<file path="config.mk">
export PLATFORM = sky130hd
export DESIGN_NAME = integer_to_base_digits
export DESIGN_NICKNAME = d
export VERILOG_FILES = /design/src/hw/rtl/itbd_pkg.sv /design/src/hw/rtl/itbd_divider.sv /design/src/hw/rtl/itbd_digit_store.sv /design/src/hw/rtl/integer_to_base_digits.sv
export SDC_FILE = /design/constraint.sdc
export NUM_CORES = 1
export LEC_CHECK = 0
export BUFFER_PORTS_ARGS = -buffer_cell sky130_fd_sc_hd__buf_4
export CORE_MARGIN = 2
export CORE_UTILIZATION = 44
export CTS_CLUSTER_SIZE = 14
export DETAILED_ROUTE_END_ITERATION = 7
export GPL_TIMING_DRIVEN = 0
export PLACE_DENSITY_LB_ADDON = 0.15
export REMOVE_ABC_BUFFERS = 1
export SETUP_SLACK_MARGIN = 0.1
export SLEW_MARGIN = 10
export SYNTH_ARGS = -nofsm -noshare
export SYNTH_HDL_FRONTEND = slang
export SYNTH_HIERARCHICAL = 1
export SYNTH_SLANG_ARGS = --single-unit
</file>
<file path="constraint.sdc">
create_clock -name clk -period 3.7 [get_ports clk]
set_clock_uncertainty 0.1 [all_clocks]
set_input_delay 0.74 -clock clk [delete_from_list [all_inputs] [get_ports clk]]
set_output_delay 0.74 -clock clk [all_outputs]
set_load 0.02 [all_outputs]
</file>
<file path="src/hw/rtl/itbd_pkg.sv">
package itbd_pkg;

  // Width of the converted value and of the digit bookkeeping.
  localparam int VALUE_BITS = 31;
  localparam int CNT_W      = $clog2(VALUE_BITS);
  localparam int DIGIT_W    = 6;
  localparam int CHAR_W     = 7;
  localparam int RADIX_W    = 6;

  // Stream word widths, padded to whole bytes.
  localparam int S_TDATA_W = ((VALUE_BITS + 7) / 8) * 8;
  localparam int M_TDATA_W = ((CHAR_W + 7) / 8) * 8;

  // Radix limits and reset value.
  localparam logic [RADIX_W-1:0] RADIX_MIN   = RADIX_W'(2);
  localparam logic [RADIX_W-1:0] RADIX_MAX   = RADIX_W'(36);
  localparam logic [RADIX_W-1:0] RADIX_RESET = RADIX_W'(10);

  // ASCII anchors for the digit characters.
  localparam logic [CHAR_W-1:0] CHAR_ZERO  = CHAR_W'(48);
  localparam logic [CHAR_W-1:0] CHAR_NINE  = CHAR_W'(57);
  localparam logic [CHAR_W-1:0] CHAR_LOW_A = CHAR_W'(97);
  localparam logic [CHAR_W-1:0] CHAR_LOW_Z = CHAR_W'(122);
  localparam logic [DIGIT_W-1:0] DEC_DIGITS = DIGIT_W'(10);

  // Result of one division pass.
  typedef struct packed {
    logic                  done;
    logic [VALUE_BITS-1:0] quotient;
    logic [DIGIT_W-1:0]    remainder;
  } div_rsp_t;

  // Maps a digit value to its lower-case ASCII character.
  function automatic logic [CHAR_W-1:0] digit_to_char(input logic [DIGIT_W-1:0] d);
    logic [CHAR_W-1:0] dw;
    dw = {{(CHAR_W - DIGIT_W){1'b0}}, d};
    if (d < DEC_DIGITS) begin
      return dw + CHAR_ZERO;
    end else begin
      return dw - {{(CHAR_W - DIGIT_W){1'b0}}, DEC_DIGITS} + CHAR_LOW_A;
    end
  endfunction

endpackage

</file>
<file path="src/hw/rtl/itbd_divider.sv">
module itbd_divider (
  input  logic                           clk,
  input  logic                           rst,
  input  logic                           start,
  input  logic [itbd_pkg::VALUE_BITS-1:0] dividend,
  input  logic [itbd_pkg::RADIX_W-1:0]    divisor,
  output itbd_pkg::div_rsp_t             rsp
);
  import itbd_pkg::*;

  logic                  busy;
  logic                  done;
  logic [CNT_W-1:0]      cnt;
  logic [VALUE_BITS-1:0] work;
  logic [DIGIT_W-1:0]    rem;

  logic [DIGIT_W:0]      rem_trial;
  logic                  fits;

  // One restoring step: bring down the next dividend bit and try the subtract.
  assign rem_trial = {rem, work[VALUE_BITS-1]};
  assign fits      = rem_trial >= {{(DIGIT_W + 1 - RADIX_W){1'b0}}, divisor};

  // Control: run one step per cycle until every dividend bit is consumed.
  always_ff @(posedge clk) begin
    if (rst) begin
      busy <= 1'b0;
      done <= 1'b0;
      cnt  <= '0;
    end else begin
      done <= 1'b0;
      if (start) begin
        busy <= 1'b1;
        cnt  <= '0;
      end else if (busy) begin
        if (cnt == CNT_W'(VALUE_BITS - 1)) begin
          busy <= 1'b0;
          done <= 1'b1;
        end else begin
          cnt <= cnt + CNT_W'(1);
        end
      end
    end
  end

  // Datapath: quotient bits shift into the low end of the working register.
  always_ff @(posedge clk) begin
    if (start) begin
      work <= dividend;
      rem  <= '0;
    end else if (busy) begin
      work <= {work[VALUE_BITS-2:0], fits};
      if (fits) begin
        rem <= DIGIT_W'(rem_trial - {{(DIGIT_W + 1 - RADIX_W){1'b0}}, divisor});
      end else begin
        rem <= rem_trial[DIGIT_W-1:0];
      end
    end
  end

  assign rsp.done      = done;
  assign rsp.quotient  = work;
  assign rsp.remainder = rem;

endmodule

</file>
<file path="src/hw/rtl/itbd_digit_store.sv">
module itbd_digit_store (
  input  logic                         clk,
  input  logic                         wr_en,
  input  logic [itbd_pkg::CNT_W-1:0]   wr_addr,
  input  logic [itbd_pkg::DIGIT_W-1:0] wr_data,
  input  logic                         rd_en,
  input  logic [itbd_pkg::CNT_W-1:0]   rd_addr,
  output logic [itbd_pkg::DIGIT_W-1:0] rd_data
);
  import itbd_pkg::*;

  logic [DIGIT_W-1:0] mem [VALUE_BITS];

  // Remainders are written as they come out of the divider.
  always_ff @(posedge clk) begin
    if (wr_en) begin
      mem[wr_addr] <= wr_data;
    end
  end

  // Registered read, held until the next read request.
  always_ff @(posedge clk) begin
    if (rd_en) begin
      rd_data <= mem[rd_addr];
    end
  end

endmodule

</file>
<file path="src/hw/rtl/integer_to_base_digits.sv">
// Flow: an accepted word is divided down to zero, then the stored digits are sent.
// Each digit costs one bit-serial division pass through the shared divider, one cycle a bit.
// Output: digits leave most significant first, each held until the sink takes it.
// A new value is accepted only after the last digit of the previous one has been taken.
// Reset (rst, synchronous): radix returns to 10 and the sequencer returns to idle.
module integer_to_base_digits (
  input  logic                           clk,
  input  logic                           rst,
  input  logic                           radix_we,
  input  logic [itbd_pkg::RADIX_W-1:0]   radix_wdata,
  input  logic                           s_axis_tvalid,
  output logic                           s_axis_tready,
  input  logic [itbd_pkg::S_TDATA_W-1:0] s_axis_tdata,  // [30:0] value, [31] zero
  output logic                           m_axis_tvalid,
  input  logic                           m_axis_tready,
  output logic [itbd_pkg::M_TDATA_W-1:0] m_axis_tdata,  // [6:0] digit_char, [7] zero
  output logic                           m_axis_tlast
);
  import itbd_pkg::*;

  localparam logic [2:0] ST_IDLE = 3'd0;
  localparam logic [2:0] ST_DIV  = 3'd1;
  localparam logic [2:0] ST_WAIT = 3'd2;
  localparam logic [2:0] ST_RD   = 3'd3;
  localparam logic [2:0] ST_OUT  = 3'd4;

  logic [2:0]            state;
  logic [RADIX_W-1:0]    radix;
  logic [RADIX_W-1:0]    radix_eff;
  logic [VALUE_BITS-1:0] quot;
  logic [CNT_W-1:0]      count;
  logic [CNT_W-1:0]      rd_ptr;
  logic [DIGIT_W-1:0]    rd_data;
  div_rsp_t              div_rsp;

  // Radix register; out-of-range codes are clamped when used.
  always_ff @(posedge clk) begin
    if (rst) begin
      radix <= RADIX_RESET;
    end else if (radix_we) begin
      radix <= radix_wdata;
    end
  end

  always_comb begin
    if (radix < RADIX_MIN) begin
      radix_eff = RADIX_MIN;
    end else if (radix > RADIX_MAX) begin
      radix_eff = RADIX_MAX;
    end else begin
      radix_eff = radix;
    end
  end

  // Shared bit-serial divider, one pass per digit.
  itbd_divider u_divider (
    .clk      (clk),
    .rst      (rst),
    .start    (state == ST_DIV),
    .dividend (quot),
    .divisor  (radix_eff),
    .rsp      (div_rsp)
  );

  // Remainders go in least significant first and are read back in reverse.
  itbd_digit_store u_store (
    .clk     (clk),
    .wr_en   (state == ST_WAIT && div_rsp.done),
    .wr_addr (count),
    .wr_data (div_rsp.remainder),
    .rd_en   (state == ST_RD),
    .rd_addr (rd_ptr),
    .rd_data (rd_data)
  );

  // Sequencer: divide until the quotient is zero, then emit the stored digits.
  always_ff @(posedge clk) begin
    if (rst) begin
      state  <= ST_IDLE;
      count  <= '0;
      rd_ptr <= '0;
    end else begin
      case (state)
        ST_IDLE: begin
          if (s_axis_tvalid) begin
            count <= '0;
            state <= ST_DIV;
          end
        end
        ST_DIV: begin
          state <= ST_WAIT;
        end
        ST_WAIT: begin
          if (div_rsp.done) begin
            count <= count + CNT_W'(1);
            if (div_rsp.quotient == '0) begin
              rd_ptr <= count;
              state  <= ST_RD;
            end else begin
              state <= ST_DIV;
            end
          end
        end
        ST_RD: begin
          state <= ST_OUT;
        end
        ST_OUT: begin
          if (m_axis_tready) begin
            if (rd_ptr == '0) begin
              state <= ST_IDLE;
            end else begin
              rd_ptr <= rd_ptr - CNT_W'(1);
              state  <= ST_RD;
            end
          end
        end
        default: begin
          state <= ST_IDLE;
        end
      endcase
    end
  end

  // Running quotient: loaded from the input word, then from each division pass.
  always_ff @(posedge clk) begin
    if (state == ST_IDLE && s_axis_tvalid) begin
      quot <= s_axis_tdata[VALUE_BITS-1:0];
    end else if (state == ST_WAIT && div_rsp.done) begin
      quot <= div_rsp.quotient;
    end
  end

  // Stream handshakes and output word.
  assign s_axis_tready = (state == ST_IDLE);
  assign m_axis_tvalid = (state == ST_OUT);
  assign m_axis_tdata  = {{(M_TDATA_W - CHAR_W){1'b0}}, digit_to_char(rd_data)};
  assign m_axis_tlast  = (rd_ptr == '0);

endmodule

</file>
==> results.md, run 1 <==
- DRT Pass-1 Iters: 5
- Final hold violation count: 0
- Worst-skew pair later-pin latency: 540 ps
- Final net count: 908
- CTS tree: yes
- Max-slew violations: 0
- Global routing's busiest layer: met2
- Least-Margin Pin Slew: between 1000 and 1500 ps
- Max cap viols: 0
- Antenna Cells: 0
- Synth area leaders: edfxtp_1, mux4_2, dfxtp_1
- Core area: 27900 um^2
- First-pass GRT wire length: 39900 um
- Startpoint Class: register
- DIE HEIGHT: 172 um
- Largest net degree at the start of global routing: 55
- Post-CTS sizing: 0
- TNS Setup: 0 ps
- Final worst-path cycle share: 86.4%
- Cells after synthesis: 795
- Unrepaired setup endpoints after global routing: no
- Total track usage: 17.8%
- Antenna viol nets, final: 0
- Ys Warns: 6
- Net Sw Frac: between 20 and 25%
- Dominant cell type by area after synthesis: edfxtp_1
- Clk pwr share: about a third
- Worst vdd ir: 0.321 mV
- Synthesized area: 12500 um^2
- Initial antenna violation count: 0
- Num CTS Buffers: 30
- Relative slew slack: 20.4%
- Reg power frac: 55.8%
- Outcome: finished clean
- Worst-path clk slew: 60 ps
- Sw Pwr: 1980 uW
- Initial drt markers: between 400 and 500
- Core Rows: 61
- Filler-free cell count of the finished design: between 1000 and 1500
- Total number of vias: 6862
- Gpl congestion: 0.802
- Pwr Density: 569 nW/um^2
- Mean post-synth cell area: approximately 16 um^2
- Highest Clock Rate: 313 MHz
- WL per Instance: 20.7 um
- DIE WIDTH: 172 um
- CTS Hold Buffers Added: 0
- Dpl ws: 657 ps
- Most frequent cell after synthesis: edfxtp_1
- Post-CTS Setup Repair Bufs: 0
- DPL Wire Length: 16700 um
- Fill cells: 2329
- Internal cell power: roughly 6000 uW
- GR Layer Usage met3: 2.79%
- CP max FO: 24
- Vias in the first global route: 7006
- Worst hold path class: input pin to register
- Leakage power: approximately 0.0046 uW
- Area of the multi-input gates: between 3000 and 4000 um^2
- H-tree Lvls: 1
- Share of cells above drive strength 1: between 10% and 20%
- Gr ovfl total: 0
- Crit Path Category: register to primary output
- Combinational fraction of design power: 9.9%
- Sink Count: ~290
- # DRC: 0
- Synth cell types: 75
- Initial Util: ~45%
- Ys flop type: edfxtp_1
- Grt met1 use: 23.7%
- Flops & latches, synth: 286
- Finish-stage setup viols: 0
- Crit path required time: 2860 ps
- Placed Instances: 1194
- Slack of the critical path: 504 ps
- Arr. time, crit path: between 2000 and 2500 ps
- Die Area: 29700 um^2
- Area growth syn-to-layout: 13.2%
- Final Critical Period: 3200 ps
- DRT Wirelength: between 20000 and 30000 um
- # IOs: 54
- Sequential-to-total area share from yosys stat: 66.4%
- Storage cell area: 8280 um^2
- IO buf count: 51
- Via/cell ratio: 5.50
- Fraction of registers with async set/reset: 0%
- Crit. End Element: primary output
- CTS Buffer Depth: 3
- Share of the synthesized area in the top cell type: a little over 60%
- Number of enable flip-flop cells after synthesis: 254
- CTS root buffer: clkbuf_16
- Met2 GRT Util: 30.5%
- Synth cell count leaders: edfxtp_1, nor2_1, mux2_1
-- power groups by stage --
stage / combinational, uW / sequential (uW) / clock [uW]
finish: 794 / 4480 / 2750
global route: 879 / 4550 / 2960
CTS: 804 / 4500 / 2830
detailed placement: 798 / 4570 / 0
global placement: 750 / 4530 / 0
floorplan: 595 / 4330 / 0
-- cells by family after synthesis --
family	Yosys count	share of synthesized area, %
flip-flops	286	66.4
AND/OR/NAND/NOR	200	8.72
multiplexers	131	14.8
AO/OA/AOI/OAI	81	4.54
buffers and inverters	63	2.66
adder cells (fa/ha/maj)	17	1.77
XOR/XNOR	16	1.12
other	1	0.0301
-- worst paths after layout --
kind                    startpoint                  to  slack [ps]  cells after the start
setup / recovery         rd_ptr[1]        m_axis_tlast         500                      4
hold / removal      radix_wdata[1]            radix[1]         320                      2
setup reg to reg          state[1]  u_store/mem[16][2]         780                      5
hold reg to reg   u_divider/cnt[4]      u_divider/done         410                      2
-- area by class of cell --
cell class | count | area share [%]
clock inverters | 8 | 0.453
clock buffers | 45 | 5.87
well taps | 378 | 3.35
flip-flops and latches | 286 | 58.7
inverters | 24 | 0.648
multi-input cells | 446 | 27.4
repair buffers | 60 | 3.52
-- per-layer routing --
| layer | part of all wire, % | vias up |
|---|---|---|
| li1 | - | 3185 |
| met4 | 2.5 | 0 |
| met1 | 44 | 3471 |
| met3 | 4.9 | 39 |
| met2 | 49 | 167 |
| met5 | 0 | - |
-- critical path: stages (launching register included) --
cell and delay (ps):
dfxtp_1 1060, inv_1 110, ha_1 260, nor4b_4 160, buf_4 230
-- state kept, by name, indices dropped and copies added, names as in the netlist --
signal	cells
u_store/mem	186
u_divider/cnt	5
u_divider/done	1
u_store/rd_data	6
state	3
quot	31
u_divider/work	31
count	5
radix	6
rd_ptr	5
u_divider/rem	6
u_divider/busy	1
-- metrics by stage --
| stage | util [%] | power, uW | hold WS [ps] | cell area [um^2] |
|---|---|---|---|---|
| after floorplan | - | 4930 | 361 | 12200 |
| after global placement | 46.9 | 5280 | 385 | 13100 |
| after detailed placement | 47.4 | 5370 | 411 | 13200 |
| after CTS | 50.6 | 8140 | 291 | 14100 |
| after global routing | 50.6 | 8390 | 300 | 14100 |
| final | 50.6 | 8020 | 317 | 14100 |
-- cells in the final DEF, fill, tap and decap left out, types with 4 or more instances in the layout --
master	count
edfxtp_1	254
nor2_1	69
mux2_1	53
buf_4	52
mux2i_1	31
clkbuf_16	31
mux4_2	29
nand2_1	28
dfxtp_1	25
inv_1	20
ha_1	16
a21oi_1	15
o21ai_0	14
nand3_1	14
clkbuf_1	14
nand4_1	13
mux2_2	12
nor2b_1	10
a22oi_1	10
nor3_1	9
nor4_1	9
xnor2_1	8
xor2_1	8
nand2b_1	7
a211oi_1	7
buf_6	7
nand3b_1	6
o21ai_1	5
dfxtp_2	5
mux4_1	5
and2_1	4
nor3b_1	4
clkinv_2	4
or3_1	4
Power figures use the tool's default switching activity.
==> inputs of run 2 (changes only) <==
--- a/config.mk
+++ b/config.mk
@@ -6,7 +6,7 @@
 export NUM_CORES = 1
 export LEC_CHECK = 0
 export BUFFER_PORTS_ARGS = -buffer_cell sky130_fd_sc_hd__buf_4
-export CORE_MARGIN = 2
+export CORE_MARGIN = 5
 export CORE_UTILIZATION = 44
 export CTS_CLUSTER_SIZE = 14
 export DETAILED_ROUTE_END_ITERATION = 7
==> run 2 against run 1 <==
  * Via count up 1.0%
  * Cell area up 0.63%
  * Cell count unchanged
  * Largest cell class unchanged
  * Clock power up 9.8%
  * Critical path depth unchanged
  * Sequential cell count unchanged
  * Highest routed layer unchanged
  * Sequential share of layout area down 0.37 points
  * Worst setup slack worse by 44 ps
  * Hold slack worse by 14 ps
  * Non-clock buffer count down 1
  * Combinational power about the same
  * First-iteration DRC count up 20%
==> results.md, run 2 (synthesis gave the netlist of run 1 again) <==
- First-pass GRT wire length: 41700 um
- WL per Instance: around 21 um
- Core area: 27900 um^2
- Total track usage: around 17%
- Startpoint Class: register
- Die Area: between 30000 and 40000 um^2
- CP max FO: 24
- Least-Margin Pin Slew: approximately 1200 ps
- Area growth syn-to-layout: 13.9%
- Most common cell after layout, fill and taps aside: edfxtp_1
- CTS root buffer: clkbuf_16
- Combinational fraction of design power: 9.5%
- Reg power frac: 54.1%
- Most frequent cells in the layout: edfxtp_1, nor2_1, mux2_1
- Share of cells above drive strength 1: 19.3%
- Largest registers: u_store/mem x186, quot x31, u_divider/work x31
- TNS Setup: 0 ps
- Final net count: 907
- DIE HEIGHT: 178 um
- Gpl congestion: about 0.81
- Sink Count: between 200 and 300
- H-tree Lvls: 1
- Net Sw Frac: 24.1%
- Reg2reg start: rd_ptr[1]
- Placed cell area: 13200 um^2
- Total number of vias: 6933
- Crit. End Element: primary output
- Max-slew violations: 0
- Arr. time, crit path: between 2000 and 2500 ps
- Worst-skew pair later-pin latency: 540 ps
- Initial Util: 44.7%
- Largest register by flop count: u_store/mem
- IO buf count: 51
- Placed Instances: 1193
- Gr ovfl total: 0
- Core Rows: 61
- Relative slew slack: 20.7%
- FF-to-FF setup slack: 800 ps
- Highest Clock Rate: a little over 300 MHz
- Critical Path Start: rd_ptr[1]
- Leakage power: 0.00469 uW
- # IOs: 54
- CTS Buffer Depth: 3
- DRT Pass-1 Iters: 5
- Worst hold path class: input pin to register
- Unrepaired setup endpoints after global routing: no
- Internal cell power: between 6000 and 7000 uW
- # DRC: 0
- Num CTS Buffers: 30
- Vias in the first global route: 7408
- Largest net degree at the start of global routing: 55
- Largest register FFs: 186
- Fin area: 14200 um^2
- DPL Wire Length: roughly 17000 um
- Antenna Cells: 0
- Pwr Density: 585 nW/um^2
- Initial antenna violation count: 0
- DRT Wirelength: 26300 um
- Final core utilization: 50.9%
- Final Critical Period: 3240 ps
- Crit Path Category: register to primary output
- Via/cell ratio: 5.56
- Filler-free cell count of the finished design: 1247
- CTS Hold Buffers Added: 0
- Initial drt markers: around 520
- Outcome: finished clean
- Max cap viols: 0
- Antenna viol nets, final: 0
- Worst-path clk slew: 60 ps
- Final worst-path cycle share: 87.6%
- Clk pwr share: 36.4%
- Hold_ws: 304 ps
- Sw Pwr: roughly 2000 uW
- Post-CTS sizing: 0
- Crit path required time: 2860 ps
- Worst vdd ir: 0.598 mV
- Finish-stage setup viols: 0
- Final hold violation count: 0
- CTS tree: yes
- DIE WIDTH: between 150 and 200 um
- Post-CTS Setup Repair Bufs: 0
- Hold Startpoint: radix_wdata[1]
## run 2: final timing paths
path,to,cells after the start
max,m_axis_tlast,4
min,radix[1],2
max reg2reg,rd_ptr[1],7
min reg2reg,radix[0],2
## run 2: cell type report
| type | count | area, um^2 |
|---|---|---|
| Clock buffer | 38 | 802 |
| Clock inverter | 16 | 194 |
| Fill cell | 2285 | 13700 |
| Inverter | 24 | 91.3 |
| Multi-Input combinational cell | 446 | 3860 |
| Sequential cell | 286 | 8280 |
| Tap cell | 378 | 473 |
| Timing Repair Buffer | 59 | 482 |
## run 2: critical path: stages, from the launching register on
cell and delay (ps):
dfxtp_1 1080, inv_1 110, ha_1 280, nor4b_4 170, buf_4 230
## run 2: through the flow
step	worst slack (ps)	total power, uW
after floorplan	-1380	4930
after global placement	-3380	5280
after detailed placement	588	5380
after CTS	423	8410
after global routing	365	8660
final	459	8300
## run 2: layer usage
| layer | GRT usage (%) | part of all wire, % | vias to the layer above |
|---|---|---|---|
| met5 | 0 | 0 | - |
| met2 | 28.6 | 50 | 179 |
| met3 | 2.71 | 4.6 | 43 |
| met4 | 4.09 | 2.1 | 0 |
| met1 | 23.1 | 44 | 3521 |
| li1 | - | - | 3190 |
## run 2: power groups by stage
stage	registers, uW	logic [uW]	clock network, uW
floorplan	4330	595	0
global placement	4530	747	0
detailed placement	4580	795	0
CTS	4510	802	3090
global route	4550	883	3230
finish	4490	793	3020
==> inputs of run 3 (changes only) <==
--- a/config.mk
+++ b/config.mk
@@ -8,6 +8,7 @@
 export BUFFER_PORTS_ARGS = -buffer_cell sky130_fd_sc_hd__buf_4
 export CORE_MARGIN = 5
 export CORE_UTILIZATION = 44
+export CTS_BUF_LIST = sky130_fd_sc_hd__clkbuf_16
 export CTS_CLUSTER_SIZE = 14
 export DETAILED_ROUTE_END_ITERATION = 7
 export GPL_TIMING_DRIVEN = 0
==> constraint.sdc (replaced) <==
create_clock -name clk -period 3.68 [get_ports clk]
set_clock_uncertainty 0.1 [all_clocks]
set_input_delay 0.368 -clock clk [delete_from_list [all_inputs] [get_ports clk]]
set_output_delay 0.368 -clock clk [all_outputs]
set_load 0.02 [all_outputs]
==> run 3 against run 2 <==
  * Wire length up 0.51%
  * Sequential power about the same
  * Worst setup slack better by 340 ps
  * Utilization up 0.79 points
  * Register-to-register slack about the same
  * Cell area up 1.6%
  * Global-route usage about the same
  * Combinational power up 2.9%
  * Clock-buffer cell count down 7
  * Critical path depth up 3
  * Sequential cell count unchanged
  * Critical endpoint is now rd_ptr[1]
  * Largest cell class unchanged
  * Largest power group unchanged
  * Highest routed layer unchanged
==> results.md, run 3 (synthesis gave the netlist of run 1 again) <==
- Outcome: finished clean
- Unrepaired setup endpoints after global routing: no
- Initial drt markers: 545
- Net Sw Frac: 24.2%
- FF-to-FF setup slack: 790 ps
- Worst-path clk slew: 60 ps
- Worst hold path class: input pin to register
- WL per Instance: approximately 21 um
- Placed Instances: 1193
- Final worst-path cycle share: 78.4%
- Via/cell ratio: approximately 5.5
- Pwr Total: 8350 uW
- Gr ovfl total: 0
- CTS tree: yes
- Max-slew violations: 0
- Largest register FFs: 186
- Least-Margin Pin Slew: 1160 ps
- Total number of vias: between 7000 and 8000
- Initial antenna violation count: 0
- DRT Pass-1 Iters: 4
- Placed cell area: about 13000 um^2
- DIE HEIGHT: 178 um
- Num CTS Buffers: 30
- Finish-stage setup viols: 0
- CP max FO: 24
- DRT Wirelength: 26500 um
- Most common cell after layout, fill and taps aside: edfxtp_1
- CTS Buffer Depth: 3
- CTS root buffer: clkbuf_16
- Crit Path Category: register to register
- Core Rows: 61
- Sink Count: 286
- Final hold violation count: 0
- Area growth syn-to-layout: 15.7%
- Largest register by flop count: u_store/mem
- Largest registers: u_store/mem x186, quot x31, u_divider/work x31
- H-tree Lvls: 1
- Final Critical Period: 2890 ps
- Core area: 27900 um^2
- Top Layer Used: met4
- Total track usage: around 17%
- Combinational fraction of design power: 9.8%
- # IOs: 54
- Highest Clock Rate: 347 MHz
- # DRC: 0
- DIE WIDTH: 178 um
- Fill cells: 2263
- Crit. End Element: register
- WL met2: 13100 um
- Clk pwr share: 36.1%
- Pwr Density: 579 nW/um^2
- Slack of the critical path: 795 ps
- Largest net degree at the start of global routing: 55
- Fin area: roughly 14000 um^2
- Reg power frac: 54.1%
- Arr. time, crit path: ~3300 ps
- Crit path required time: 4040 ps
- Internal cell power: 6330 uW
- Antenna Cells: 0
- Reg2reg path depth: 7
- Sw Pwr: 2020 uW
- Final net count: 929
- Metal3 WL: ~1200 um
- Worst-skew pair later-pin latency: around 540 ps
- Hold depth: 2
- Relative slew slack: 22.6%
- Share of cells above drive strength 1: 18.9%
- Die Area: 31800 um^2
- Dpl ws: 568 ps
- IO buf count: 51
- Worst vdd ir: 0.598 mV
- Leakage power: 0.00481 uW
- DPL Wire Length: 17200 um
- Filler-free cell count of the finished design: 1269
- Antenna viol nets, final: 0
- Initial Util: between 40% and 50%
- First-pass GRT wire length: 41800 um
- Final core utilization: 51.7%
- Vias in the first global route: 7466
- Routed met1 length: 11600 um
- Most frequent cells in the layout: edfxtp_1, nor2_1, mux2_1
- Startpoint Class: register
- Gpl congestion: 0.813
- Max cap viols: 0
==> run 3: area by class of cell <==
| type | instances | area, um^2 | area share [%] |
|---|---|---|---|
| sequential | 286 | 8280 | 57.5 |
| timing repair buffer | 81 | 702 | 4.87 |
| inverter | 24 | 91.3 | 0.634 |
| clock inverter | 23 | 220 | 1.53 |
| tap | 378 | 473 | 3.28 |
| multi-input combinational | 446 | 3860 | 26.8 |
| clock buffer | 31 | 776 | 5.38 |
==> run 3: per-stage QoR <==
step                setup TNS [ps]  hold WS [ps]
floorplan                   -75440           337
global placement           -222510           391
detailed placement               0           402
CTS                              0          1.36
global route                     0          9.28
finish                           0          25.9
==> run 3: power by group through the flow <==
stage                     Combinational, uW  Sequential (uW)  Clock, uW
after floorplan                         598             4360          0
after detailed placement                800             4600          0
final                                   816             4510       3020
after global routing                    907             4580       3230
after global placement                  751             4560          0
after CTS                               825             4540       3090
==> run 3: critical path: stages, from the launching register on <==
cell and delay (ps):
dfxtp_1 1070, inv_1 110, ha_1 280, nor4b_4 170, nor4_2 490, or2_1 270, o2111ai_1 140, a21oi_1 180
==> run 3: final timing paths <==
check / from / end
hold reg to reg: radix[0] / radix[0]
setup / recovery: rd_ptr[1] / rd_ptr[1]
setup reg to reg: rd_ptr[1] / rd_ptr[1]
hold / removal: s_axis_tdata[8] / quot[8]
==> run 3: what timing repair did <==
item | CTS | global route
hold endpoints to repair | 21 | 0
resized for setup | 0 | 0
setup endpoints to repair | 0 | 0
buffers inserted | 0 | 0
hold buffers | 22 | 0
==> run 3: layer usage <==
metal | GRT usage, % | vias up
li1 | - | 3240
met5 | 0 | -
met2 | 28.7 | 181
met3 | 2.56 | 51
met4 | 4.09 | 0
met1 | 23.2 | 3539
